[config.mk]
export PLATFORM = sky130hd
export DESIGN_NAME = minmax_contrast_stretch_core
export DESIGN_NICKNAME = d
export VERILOG_FILES = /design/src/hw/rtl/mcs_pkg.sv /design/src/hw/rtl/mcs_ctrl.sv /design/src/hw/rtl/mcs_dp.sv /design/src/hw/rtl/minmax_contrast_stretch_core.sv
export SDC_FILE = /design/constraint.sdc
export NUM_CORES = 1
export LEC_CHECK = 0
export ABC_AREA = 0
export BUFFER_PORTS_ARGS = -buffer_cell sky130_fd_sc_hd__buf_2
export CAP_MARGIN = 25
export CORE_ASPECT_RATIO = 1.2
export CORE_MARGIN = 2
export CORE_UTILIZATION = 45
export DETAILED_ROUTE_END_ITERATION = 8
export PLACE_DENSITY_LB_ADDON = 0.12
export SLEW_MARGIN = 20
export SYNTH_ARGS = -nofsm -noshare
export SYNTH_HDL_FRONTEND = slang
export SYNTH_SLANG_ARGS = --single-unit
[constraint.sdc]
create_clock -name clk -period 6.9 [get_ports clk]
set_input_delay 0.345 -clock clk [delete_from_list [all_inputs] [get_ports clk]]
set_output_delay 0.345 -clock clk [all_outputs]
set_load 0.1 [all_outputs]
[src/hw/rtl/mcs_pkg.sv]
// ----------------------------------------------------------------------------
// mcs_pkg
// Shared widths, codes and the controller-to-datapath command struct.
// ----------------------------------------------------------------------------
package mcs_pkg;

  localparam int SAMPLE_W = 17;            // signed sample width
  localparam int DIFF_W   = SAMPLE_W + 1;  // signed difference width
  localparam int RANGE_W  = SAMPLE_W;      // unsigned range width
  localparam int NUM_W    = RANGE_W + 9;   // diff * 255 plus headroom
  localparam int PIX_W    = 8;
  localparam int LANES    = 3;
  localparam int BIT_W    = 3;             // index of quotient bit

  localparam logic CMD_MEASURE = 1'b0;
  localparam logic CMD_SCALE   = 1'b1;

  localparam logic [PIX_W-1:0] PIX_MAX = 8'd255;

  typedef logic signed [SAMPLE_W-1:0] sample_t;
  typedef logic [PIX_W-1:0]           pixel_t;

  typedef struct packed {
    logic             meas_en;     // update min/max from the input item
    logic             scale_load;  // latch the scale item into the lanes
    logic             div_step;    // one restoring division step
    logic [BIT_W-1:0] bit_idx;     // quotient bit resolved by this step
    logic             out_load;    // move results into the output register
  } dp_cmd_t;

endpackage

[src/hw/rtl/mcs_ctrl.sv]
// ----------------------------------------------------------------------------
// mcs_ctrl
// Sequencer: accepts items, runs the eight division steps, loads the output.
// ----------------------------------------------------------------------------
module mcs_ctrl (
  input  logic            clk,
  input  logic            rst_n,
  input  logic            in_valid,
  input  logic            in_cmd,
  output logic            in_stall,
  input  logic            out_stall,
  output logic            out_valid,
  output mcs_pkg::dp_cmd_t dp_cmd
);
  import mcs_pkg::*;

  localparam logic [1:0] ST_IDLE = 2'd0;
  localparam logic [1:0] ST_DIV  = 2'd1;
  localparam logic [1:0] ST_DONE = 2'd2;

  logic [1:0]       state_r, state_nxt;
  logic [BIT_W-1:0] cnt_r, cnt_nxt;
  logic             out_valid_r, out_valid_nxt;
  logic             accept;
  logic             out_free;

  assign in_stall  = (state_r != ST_IDLE);
  assign accept    = in_valid && !in_stall;
  assign out_free  = !out_valid_r || !out_stall;
  assign out_valid = out_valid_r;

  always_comb begin
    state_nxt      = state_r;
    cnt_nxt        = cnt_r;
    dp_cmd         = '0;
    dp_cmd.bit_idx = cnt_r;
    case (state_r)
      ST_IDLE: begin
        if (accept) begin
          if (in_cmd == CMD_SCALE) begin
            dp_cmd.scale_load = 1'b1;
            cnt_nxt           = '1;
            state_nxt         = ST_DIV;
          end else begin
            dp_cmd.meas_en = 1'b1;
          end
        end
      end
      ST_DIV: begin
        dp_cmd.div_step = 1'b1;
        cnt_nxt         = cnt_r - 1'b1;
        if (cnt_r == '0) begin
          state_nxt = ST_DONE;
        end
      end
      ST_DONE: begin
        if (out_free) begin
          dp_cmd.out_load = 1'b1;
          state_nxt       = ST_IDLE;
        end
      end
      default: begin
        state_nxt = ST_IDLE;
      end
    endcase
  end

  always_comb begin
    out_valid_nxt = out_valid_r;
    if (dp_cmd.out_load) begin
      out_valid_nxt = 1'b1;
    end else if (out_valid_r && !out_stall) begin
      out_valid_nxt = 1'b0;
    end
  end

  always_ff @(posedge clk) begin
    if (!rst_n) begin
      state_r     <= ST_IDLE;
      cnt_r       <= '0;
      out_valid_r <= 1'b0;
    end else begin
      state_r     <= state_nxt;
      cnt_r       <= cnt_nxt;
      out_valid_r <= out_valid_nxt;
    end
  end

endmodule

[src/hw/rtl/mcs_dp.sv]
// ----------------------------------------------------------------------------
// mcs_dp
// Datapath: min/max tracking, range setup and three restoring divider lanes.
// ----------------------------------------------------------------------------
module mcs_dp (
  input  logic             clk,
  input  logic             rst_n,
  input  logic             cfg_we,
  input  logic             cfg_rgb,
  input  mcs_pkg::dp_cmd_t dp_cmd,
  input  logic             in_frame_start,
  input  mcs_pkg::sample_t in_sample_a,
  input  mcs_pkg::sample_t in_sample_g,
  input  mcs_pkg::sample_t in_sample_b,
  output mcs_pkg::pixel_t  out_pixel_a,
  output mcs_pkg::pixel_t  out_pixel_g,
  output mcs_pkg::pixel_t  out_pixel_b
);
  import mcs_pkg::*;

  logic                rgb_mode_r;
  sample_t             min_r, max_r;
  logic                awaiting_r;
  logic [RANGE_W-1:0]  range_r;
  logic [NUM_W-1:0]    num_r  [LANES];
  logic [PIX_W-1:0]    quo_r  [LANES];
  logic                zero_r [LANES];
  logic                sat_r  [LANES];
  pixel_t              pix_r  [LANES];

  sample_t             samp [LANES];
  sample_t             lo, hi;
  logic [DIFF_W-1:0]   rdiff;
  logic [RANGE_W-1:0]  range_w;
  logic [DIFF_W-1:0]   diff   [LANES];
  logic                zero_w [LANES];
  logic                sat_w  [LANES];
  logic [NUM_W-1:0]    num_w  [LANES];
  logic [NUM_W-1:0]    shifted;
  logic [NUM_W:0]      trial  [LANES];

  assign samp[0] = in_sample_a;
  assign samp[1] = in_sample_g;
  assign samp[2] = in_sample_b;

  // combined extremes of the item; green and blue count only in RGB mode
  always_comb begin
    lo = in_sample_a;
    hi = in_sample_a;
    if (rgb_mode_r) begin
      if (in_sample_g < lo) lo = in_sample_g;
      if (in_sample_b < lo) lo = in_sample_b;
      if (in_sample_g > hi) hi = in_sample_g;
      if (in_sample_b > hi) hi = in_sample_b;
    end
  end

  // range = max - min, a zero or negative range acts as 1
  always_comb begin
    rdiff = {max_r[SAMPLE_W-1], max_r} - {min_r[SAMPLE_W-1], min_r};
    if (rdiff[DIFF_W-1] || rdiff == '0) begin
      range_w = RANGE_W'(1);
    end else begin
      range_w = rdiff[RANGE_W-1:0];
    end
  end

  // diff >= range saturates, so only quotients below 255 go through the divider
  always_comb begin
    for (int i = 0; i < LANES; i++) begin
      diff[i]   = {samp[i][SAMPLE_W-1], samp[i]} - {min_r[SAMPLE_W-1], min_r};
      zero_w[i] = diff[i][DIFF_W-1] || diff[i] == '0;
      sat_w[i]  = !zero_w[i] && (diff[i][RANGE_W-1:0] >= range_w);
      num_w[i]  = {1'b0, diff[i][RANGE_W-1:0], 8'd0}
                - {9'd0, diff[i][RANGE_W-1:0]};
    end
  end

  assign shifted = {9'd0, range_r} << dp_cmd.bit_idx;

  always_comb begin
    for (int i = 0; i < LANES; i++) begin
      trial[i] = {1'b0, num_r[i]} - {1'b0, shifted};
    end
  end

  always_ff @(posedge clk) begin
    if (!rst_n) begin
      rgb_mode_r <= 1'b0;
      min_r      <= '0;
      max_r      <= '0;
      awaiting_r <= 1'b1;
    end else begin
      if (cfg_we) begin
        rgb_mode_r <= cfg_rgb;
      end
      if (dp_cmd.meas_en) begin
        awaiting_r <= 1'b0;
        if (in_frame_start || awaiting_r) begin
          min_r <= lo;
          max_r <= hi;
        end else begin
          if (lo < min_r) min_r <= lo;
          if (hi > max_r) max_r <= hi;
        end
      end
    end
  end

  always_ff @(posedge clk) begin
    if (dp_cmd.scale_load) begin
      range_r <= range_w;
    end
    for (int i = 0; i < LANES; i++) begin
      if (dp_cmd.scale_load) begin
        num_r[i]  <= num_w[i];
        quo_r[i]  <= '0;
        zero_r[i] <= zero_w[i];
        sat_r[i]  <= sat_w[i];
      end else if (dp_cmd.div_step && !trial[i][NUM_W]) begin
        num_r[i]                 <= trial[i][NUM_W-1:0];
        quo_r[i][dp_cmd.bit_idx] <= 1'b1;
      end
      if (dp_cmd.out_load) begin
        if (zero_r[i] || (i != 0 && !rgb_mode_r)) begin
          pix_r[i] <= '0;
        end else if (sat_r[i]) begin
          pix_r[i] <= PIX_MAX;
        end else begin
          pix_r[i] <= quo_r[i];
        end
      end
    end
  end

  assign out_pixel_a = pix_r[0];
  assign out_pixel_g = pix_r[1];
  assign out_pixel_b = pix_r[2];

endmodule

[src/hw/rtl/minmax_contrast_stretch_core.sv]
// ----------------------------------------------------------------------------
// minmax_contrast_stretch_core
// Two-pass min-max contrast stretch of integer samples to 8-bit pixels.
// ----------------------------------------------------------------------------
//  channel | handshake          | payload
//  --------+--------------------+----------------------------------------------
//  in      | in_valid/in_stall  | in_cmd, in_frame_start, in_sample_a/g/b
//  out     | out_valid/out_stall| out_pixel_a, out_pixel_g, out_pixel_b
//  cfg     | cfg_valid/cfg_ready| cfg_data (rgb_mode)
//
//  A measure item leaves the input free. A scale item stalls the input while the
//  restoring divider runs, one quotient bit per cycle, all three lanes at once.
//  A finished result sits in the output register while the next item enters.
//  Synchronous active-low reset clears the extremes, rgb_mode and the handshake.
//  out_stall only holds the output register; a result waiting in the divider
//  keeps in_stall high until the output register frees.
// ----------------------------------------------------------------------------
module minmax_contrast_stretch_core (
  input  logic             clk,
  input  logic             rst_n,
  input  logic             in_valid,
  output logic             in_stall,
  input  logic             in_cmd,
  input  logic             in_frame_start,
  input  mcs_pkg::sample_t in_sample_a,
  input  mcs_pkg::sample_t in_sample_g,
  input  mcs_pkg::sample_t in_sample_b,
  output logic             out_valid,
  input  logic             out_stall,
  output mcs_pkg::pixel_t  out_pixel_a,
  output mcs_pkg::pixel_t  out_pixel_g,
  output mcs_pkg::pixel_t  out_pixel_b,
  input  logic             cfg_valid,
  output logic             cfg_ready,
  input  logic             cfg_data
);
  import mcs_pkg::*;

  dp_cmd_t dp_cmd;

  assign cfg_ready = 1'b1;

  mcs_ctrl u_ctrl (
    .clk       (clk),
    .rst_n     (rst_n),
    .in_valid  (in_valid),
    .in_cmd    (in_cmd),
    .in_stall  (in_stall),
    .out_stall (out_stall),
    .out_valid (out_valid),
    .dp_cmd    (dp_cmd)
  );

  mcs_dp u_dp (
    .clk            (clk),
    .rst_n          (rst_n),
    .cfg_we         (cfg_valid && cfg_ready),
    .cfg_rgb        (cfg_data),
    .dp_cmd         (dp_cmd),
    .in_frame_start (in_frame_start),
    .in_sample_a    (in_sample_a),
    .in_sample_g    (in_sample_g),
    .in_sample_b    (in_sample_b),
    .out_pixel_a    (out_pixel_a),
    .out_pixel_g    (out_pixel_g),
    .out_pixel_b    (out_pixel_b)
  );

endmodule

* Yosys cells after proc, flatten, opt, wreduce, memory -nomap -nowiden
Memories as Yosys holds them, arrays and structs flattened.
Cells that the tools add are included.
Widths: inputs -> output; s select.
** Cells by class
- $add $sub $neg :: 11
- Magnitude comparators :: 11
- Eq/ne operators :: 6
- Shifts and indexed selects :: 1
- Multiplexer cells :: 112
- Bitwise logic cells :: 33
- Reduce and logical (&&, ||, !) cells :: 42
** Operator list (number)
- $mux 17 :: 13
- $sub 26x26->27 :: 3
- $mux 26 :: 3
- $sub 25x17->26 :: 3
- $mux 1 :: 76
- $logic_not 18->1 :: 4
- $mux 8 :: 9
- $sub 17x17->18 :: 4
- $ge 17x17->1 :: 3
- $gt 17x17->1 :: 3
- $lt 17x17->1 :: 3
- $or 1x1->1 :: 33
- $shl 17x3->26 :: 1
- $mux 2 :: 6
- $logic_not 1->1 :: 10
- $reduce_bool 2->1 :: 5
- $logic_and 1x1->1 :: 9
- $logic_or 1x1->1 :: 8
- $mux 3 :: 2
- $ne 2x1->1 const B :: 3
- $pmux 2 s3 :: 1
- $pmux 3 s2 :: 1
- $lt 3x4->1 const B :: 1
- $reduce_and 2->1 :: 2
- 10 further kinds :: 10
** Word-level totals
- Register bits after elaboration :: 59
- Memory bits (writable) :: 132
- Input bits :: 59
- Output and inout port bits :: 27
- Logic and storage cells :: 229
- Memories kept :: 5
** Memory list
- u_dp.num_r :: words 3, width 26, read ports 3, clocked after memory_dff 0, wr ports 3, RTL line mcs_dp.sv:25 : logic [NUM_W-1:0] num_r [LANES];
- u_dp.pix_r :: words 3, width 8, read ports 3, clocked after memory_dff 0, wr ports 3, RTL line mcs_dp.sv:29 : pixel_t pix_r [LANES];
- u_dp.quo_r :: words 3, width 8, read ports 3, clocked after memory_dff 0, wr ports 3, RTL line mcs_dp.sv:26 : logic [PIX_W-1:0] quo_r [LANES];
- u_dp.sat_r :: words 3, width 1, read ports 3, clocked after memory_dff 0, wr ports 3, RTL line mcs_dp.sv:28 : logic sat_r [LANES];
- u_dp.zero_r :: words 3, width 1, read ports 3, clocked after memory_dff 0, wr ports 3, RTL line mcs_dp.sv:27 : logic zero_r [LANES];

* Depth between registers and ports, before layout
- Depth in word-level cells :: 9
- Depth in mapped cells :: 37

* By module
From an unflattened synthesis, not the netlist that was laid out.
** Second synthesis, totals
- Cell total of the unflattened synthesis :: 2581
- Area total of the unflattened synthesis :: 21757.1 µm²
** By module, submodules not included
- mcs_dp :: times used 1, cells each 2540, area an instance 21378.0 µm²
- mcs_ctrl :: times used 1, cells each 39, area an instance 367.9 µm²
- minmax_contrast_stretch_core :: times used 1, cells each 2, area an instance 11.3 µm²

* Worst setup path after synthesis
Ideal clock, no wire load.
- Path kind :: input to register
- Start :: input port in_sample_a[10]
- End :: register u_dp.min_r[13]
- Setup time :: 0.070 ns
- Data arrival time :: 7.137 ns
- Data required time :: 6.830 ns
- Setup slack :: -0.307 ns
- Cell stages on the path :: 33
- Cell sequence :: inv_1 > ha_1 > a21o_1 > a21o_1 > a211o_1 > a211o_1 > nand2_1 > clkbuf_1 > mux2_2 > inv_1 > ha_1 > a2111oi_0 > o21ai_0 > a21oi_1 > o21ai_0 > o311a_1 > clkbuf_1 > buf_2 > mux2_1 > mux2i_1 > inv_1 > ha_1 > a21o_1 > a21o_1 > a21o_1 > a21o_1 > a211oi_1 > o31ai_1 > a31o_2 > nor3_1 > clkbuf_1 > o21ai_0 > a21oi_1
** On the way
- Longest elaborated chain between the ends :: 9
- Elaborated cells between the ends (all ways) :: 11
** Ends and longest elaborated chain
- start: declaration :: RTL line minmax_contrast_stretch_core.sv:25 : input mcs_pkg::sample_t in_sample_a,
- $lt 17x17->1 :: RTL line mcs_dp.sv:51 : if (in_sample_g < lo) lo = in_sample_g;
- $mux 17 (*) :: RTL line mcs_dp.sv:51
- $mux 17 (*) :: RTL line mcs_dp.sv:50 : if (rgb_mode_r) begin
- $lt 17x17->1 :: RTL line mcs_dp.sv:52 : if (in_sample_b < lo) lo = in_sample_b;
- $mux 17 (*) :: RTL line mcs_dp.sv:52
- $mux 17 (*) :: RTL line mcs_dp.sv:50
- net u_dp.lo[2] :: RTL line mcs_dp.sv:32 : sample_t lo, hi;
- $lt 17x17->1 (*) :: RTL line mcs_dp.sv:103 : if (lo < min_r) min_r <= lo;
- $reduce_bool 2->1 (no line) (*)
- $reduce_and 2->1 (no line) (*)
- end signal: assignment :: RTL line mcs_dp.sv:100 : min_r <= lo;
- end signal: assignment :: RTL line mcs_dp.sv:103
- end: declaration :: RTL line mcs_dp.sv:22 : sample_t min_r, max_r;
The timed path passes the listed nets; every way through them passes the cells marked *. The select of a mux whose other input is x is not followed.
A chain may end at the register's enable or synchronous reset.

* Final worst setup path
- Start :: input port in_sample_a[6]
- End :: register u_dp.min_r[12]
The elaborated chain is that of the path after synthesis.

==> flow_summary.ini <==
[clocking]
numClockSinks = 191
postCtsHoldBufs = 0
tritoncts_clock_tree = yes
clock_tree.root_cell = sky130_fd_sc_hd__clkbuf_16
max-clock-path-buffers = 2
clock_pin_slew_on_the_worst_setup_and_hold_paths_ns = 0.09
cts-buffers-inserted = 17
clk-insertion-delay-late_ns = 0.48
postCtsResizedCells = 0
post_cts.repair.setup_buffers = 0
h-tree-depth = 4

[placement]
pre_cts_worst_setup_slack_ns = -0.168
globalplace.congestion = 1.02
numPlacedInstances = 3320
port-buffer-count = 84
dpl.hpwl_mm = 61.7

[run]
cap_viol_max_count = 0

[global_route]
initial_antenna_violation_count = 0
pin_count_of_the_biggest_net_entering_global_routing = 60
gr-usage-all-layers_pct = 30.0
number_of_global_route_vias_before_repair = 19500
grt.overflow.total = 0
grt_pass1_wl_mm = 114

[setup_path]
worstSetupPathDepth = 32
crit_fanout = 28
critical_path_class = in -> reg
worst-r2r-cell-count = 23
cp.buffers_inverters = 5
setup.reg_to_reg.worst_slack_ns = 0.90
r2r-start = u_dp.min_r[0]
setup.worst_path.start_class = input pin
crit_path_end = u_dp.min_r[12]
crit_path_max_incr_delay_ns = 0.41
critPathMostFrequentCell = sky130_fd_sc_hd__a21o_1
cpMaxStageDelayCell = sky130_fd_sc_hd__a2111oi_0
r2r-end = u_dp.sat_r[0][2]
critical_path_s_top_delay_family = compound AO/OA/AOI/OAI gates
cp_data_required_time_ns = 7.31
worst_path_arrival_time_ns = 6.94
worst_setup_path_startpoint = in_sample_a[6]
worstSetupEndpointType = flip-flop

[logic_synthesis]
synthXorXnorAreaFrac_pct = 6.10
synth.ff_latch_count = 191
yosys.cell_types.count = 104
synth_edf_count = 141
postSynthAreaPerCell_um2 = 8.42
synth_commonest_cells = sky130_fd_sc_hd__ha_1, sky130_fd_sc_hd__nand2_1, sky130_fd_sc_hd__o21ai_0
async_reset_ff_share_pct = 0
synth_top_family_by_area = compound AO/OA/AOI/OAI gates
portion_of_synthesized_cell_area_occupied_by_the_leading_cell_type_pct = 19.4
syn-cell-area_um2 = 21800
synthTopCellsByArea = sky130_fd_sc_hd__edfxtp_1, sky130_fd_sc_hd__ha_1, sky130_fd_sc_hd__o21ai_0
synthesis.yosys.warnings = 0
syn_nets = 2963
syn-instance-count = 2591
synth_area_in_compound_gates_pct = 23.6
synthAdderAreaFrac_pct = 18.2
yosysMostFrequentCell = sky130_fd_sc_hd__ha_1
ys_seq_area_share_pct = 24.0
synth_area_leader_cell = sky130_fd_sc_hd__edfxtp_1
most_common_flop_cell_mapped_by_yosys = sky130_fd_sc_hd__edfxtp_1
synth_simple_gate_area_share_pct = 17.1
mux_contribution_to_synthesized_area_pct = 6.46

[drt]
total_wirelength_of_the_detailed_routed_design_mm = 75.5
post-route-drc-count = 0
num_vias = 20300
final_antenna_net_count = 0
drt-pass1-iter-count = 5
first_iter_violations = 1600
wl_per_cell_um = 22.5
viasPerCell = 6.07

[sta]
finalWorstSetupSlack_ns = 0.367
final-max-slew-violation-count = 0
timing.final.setup_violations = 0
finClkSkew_ns = 0.0279
fmaxAchievable_mhz = 153
slew-limit-headroom_pct = 38.5
timing.final.hold_violations = 0
fin_crit_sh_pct = 94.7
final.min_clock_period_ns = 6.53
worst-slew-pin-transition_ns = 0.914
unrepaired_setup_endpoints_after_global_routing = no

[pwr]
report.power.total_uw = 7860
total_leakage_power_uw = 0.0103
power_density_over_the_cells_nw_per_um2 = 326
max-vdd-ir-drop_v = 0.000167

[floorplan]
die_h_um = 245
dieArea_um2 = 50200
pin_count = 86
std_cell_rows = 88
fp.dieW_um = 205
core_area_um2 = 48000
floorplan.initialDensity_pct = 45.4

[min_path]
holdCritPathClass = in -> reg
hold_path.startpoint = cfg_data
timing.hold.worst_path_depth = 3

[finish]
fin_cells = 3352
relative_area_change_from_synthesis_to_final_layout_pct = 10.5
nets = 3081
antennaDiodeCount = 0
final_layout_size_suffix_gt1_share_pct = 11.5

[run_status]
outcome = complete, no violations
-- state kept, by name, summed over array words and instances (netlist names) --
register          count
u_dp.sat_r            3
u_dp.min_r           17
u_dp.awaiting_r       1
u_dp.pix_r           24
u_ctrl.out_valid      1
u_ctrl.state_r        2
u_dp.rgb_mode_r       1
u_dp.quo_r           24
u_ctrl.cnt_r          3
u_dp.num_r           78
u_dp.max_r           17
u_dp.range_r         17
u_dp.zero_r           3
-- cell type report --
class                   count  area (µm²)
multi-input cells        2144       15700
well taps                 630         788
inverters                 185         694
clock inverters            15         219
repair buffers            170        1090
flip-flops and latches    191        5240
clock buffers              17         425
fillers                  4748       23900
-- metal layers --
| metal | track usage, % | up-vias | share of wire [%] |
|---|---|---|---|
| met5 | 0 | - | 0 |
| met4 | 21.6 | 0 | 8.1 |
| met3 | 2.42 | 187 | 4.0 |
| met2 | 50.4 | 631 | 47 |
| met1 | 35.9 | 9665 | 41 |
| li1 | - | 9859 | - |
-- per-stage QoR --
step	util, %	TNS, ns	instance area (µm²)	hold WS [ns]
CTS	50.2	0	24100	0.110
global route	50.2	0	24100	0.129
finish	50.2	0	24100	0.123
floorplan	-	0	21800	0.436
global placement	48.9	-0.216	23500	0.464
detailed placement	48.9	-2.56	23500	0.466
-- cell usage in the layout (no fill, tap or decap), drive strengths merged, types with 15 or more instances in the layout --
cell / count
ha: 306
o21ai: 217
nand2: 209
a21oi: 197
inv: 191
nor2: 179
buf: 170
edfxtp: 141
a21o: 82
xnor2: 81
xor2: 70
nand3: 68
mux2i: 63
o21a: 59
nor3: 56
mux2: 55
dfxtp: 50
a31oi: 45
nor2b: 39
nand2b: 34
nand4: 32
a211oi: 28
and2: 23
or2: 20
o31ai: 18
nor4: 18
clkbuf: 17
or3: 17
and3: 15
-- worst reg2reg max path: stages (launching register included) --
cell	delay (ns)
sky130_fd_sc_hd__dfxtp_1	0.45
sky130_fd_sc_hd__ha_1	0.28
sky130_fd_sc_hd__fa_1	0.40
sky130_fd_sc_hd__nor2b_1	0.15
sky130_fd_sc_hd__o21ai_1	0.09
sky130_fd_sc_hd__a21oi_1	0.24
sky130_fd_sc_hd__o31a_1	0.27
sky130_fd_sc_hd__a21oi_1	0.15
sky130_fd_sc_hd__nor4_1	0.37
sky130_fd_sc_hd__nand2_1	0.12
sky130_fd_sc_hd__or4_1	0.55
sky130_fd_sc_hd__or4_1	0.51
sky130_fd_sc_hd__nand3_1	0.32
sky130_fd_sc_hd__ha_1	0.21
sky130_fd_sc_hd__nor2b_1	0.04
sky130_fd_sc_hd__o21a_1	0.17
sky130_fd_sc_hd__o21a_1	0.17
sky130_fd_sc_hd__o21a_1	0.16
sky130_fd_sc_hd__o21ai_0	0.14
sky130_fd_sc_hd__a21oi_1	0.08
sky130_fd_sc_hd__o21ai_0	0.19
sky130_fd_sc_hd__a21oi_1	0.08
sky130_fd_sc_hd__o21ai_0	0.21
sky130_fd_sc_hd__a21oi_1	0.27
-- where the power goes --
part	switching, µW	leakage [µW]	internal [µW]	total, µW
clock network	579	0.000308	510	1090
registers	109	0.00174	1530	1640
logic	3120	0.00822	2020	5130
-- cells by family after synthesis --
family                   after synthesis
XOR/XNOR                             151
flip-flops                           191
AND/OR/NAND/NOR                      755
other                                  1
AO/OA/AOI/OAI                        799
buffers and inverters                256
multiplexers                         125
adder cells (fa/ha/maj)              313
-- worst min-delay path by stage --
stage,slack (ns),end
floorplan,0.44,u_dp.awaiting_r
global placement,0.46,u_dp.quo_r[2][6]
detailed placement,0.47,u_dp.quo_r[2][6]
CTS,0.11,u_dp.rgb_mode_r
global route,0.13,u_dp.rgb_mode_r
finish,0.12,u_dp.rgb_mode_r
Power figures use the tool's default switching activity.
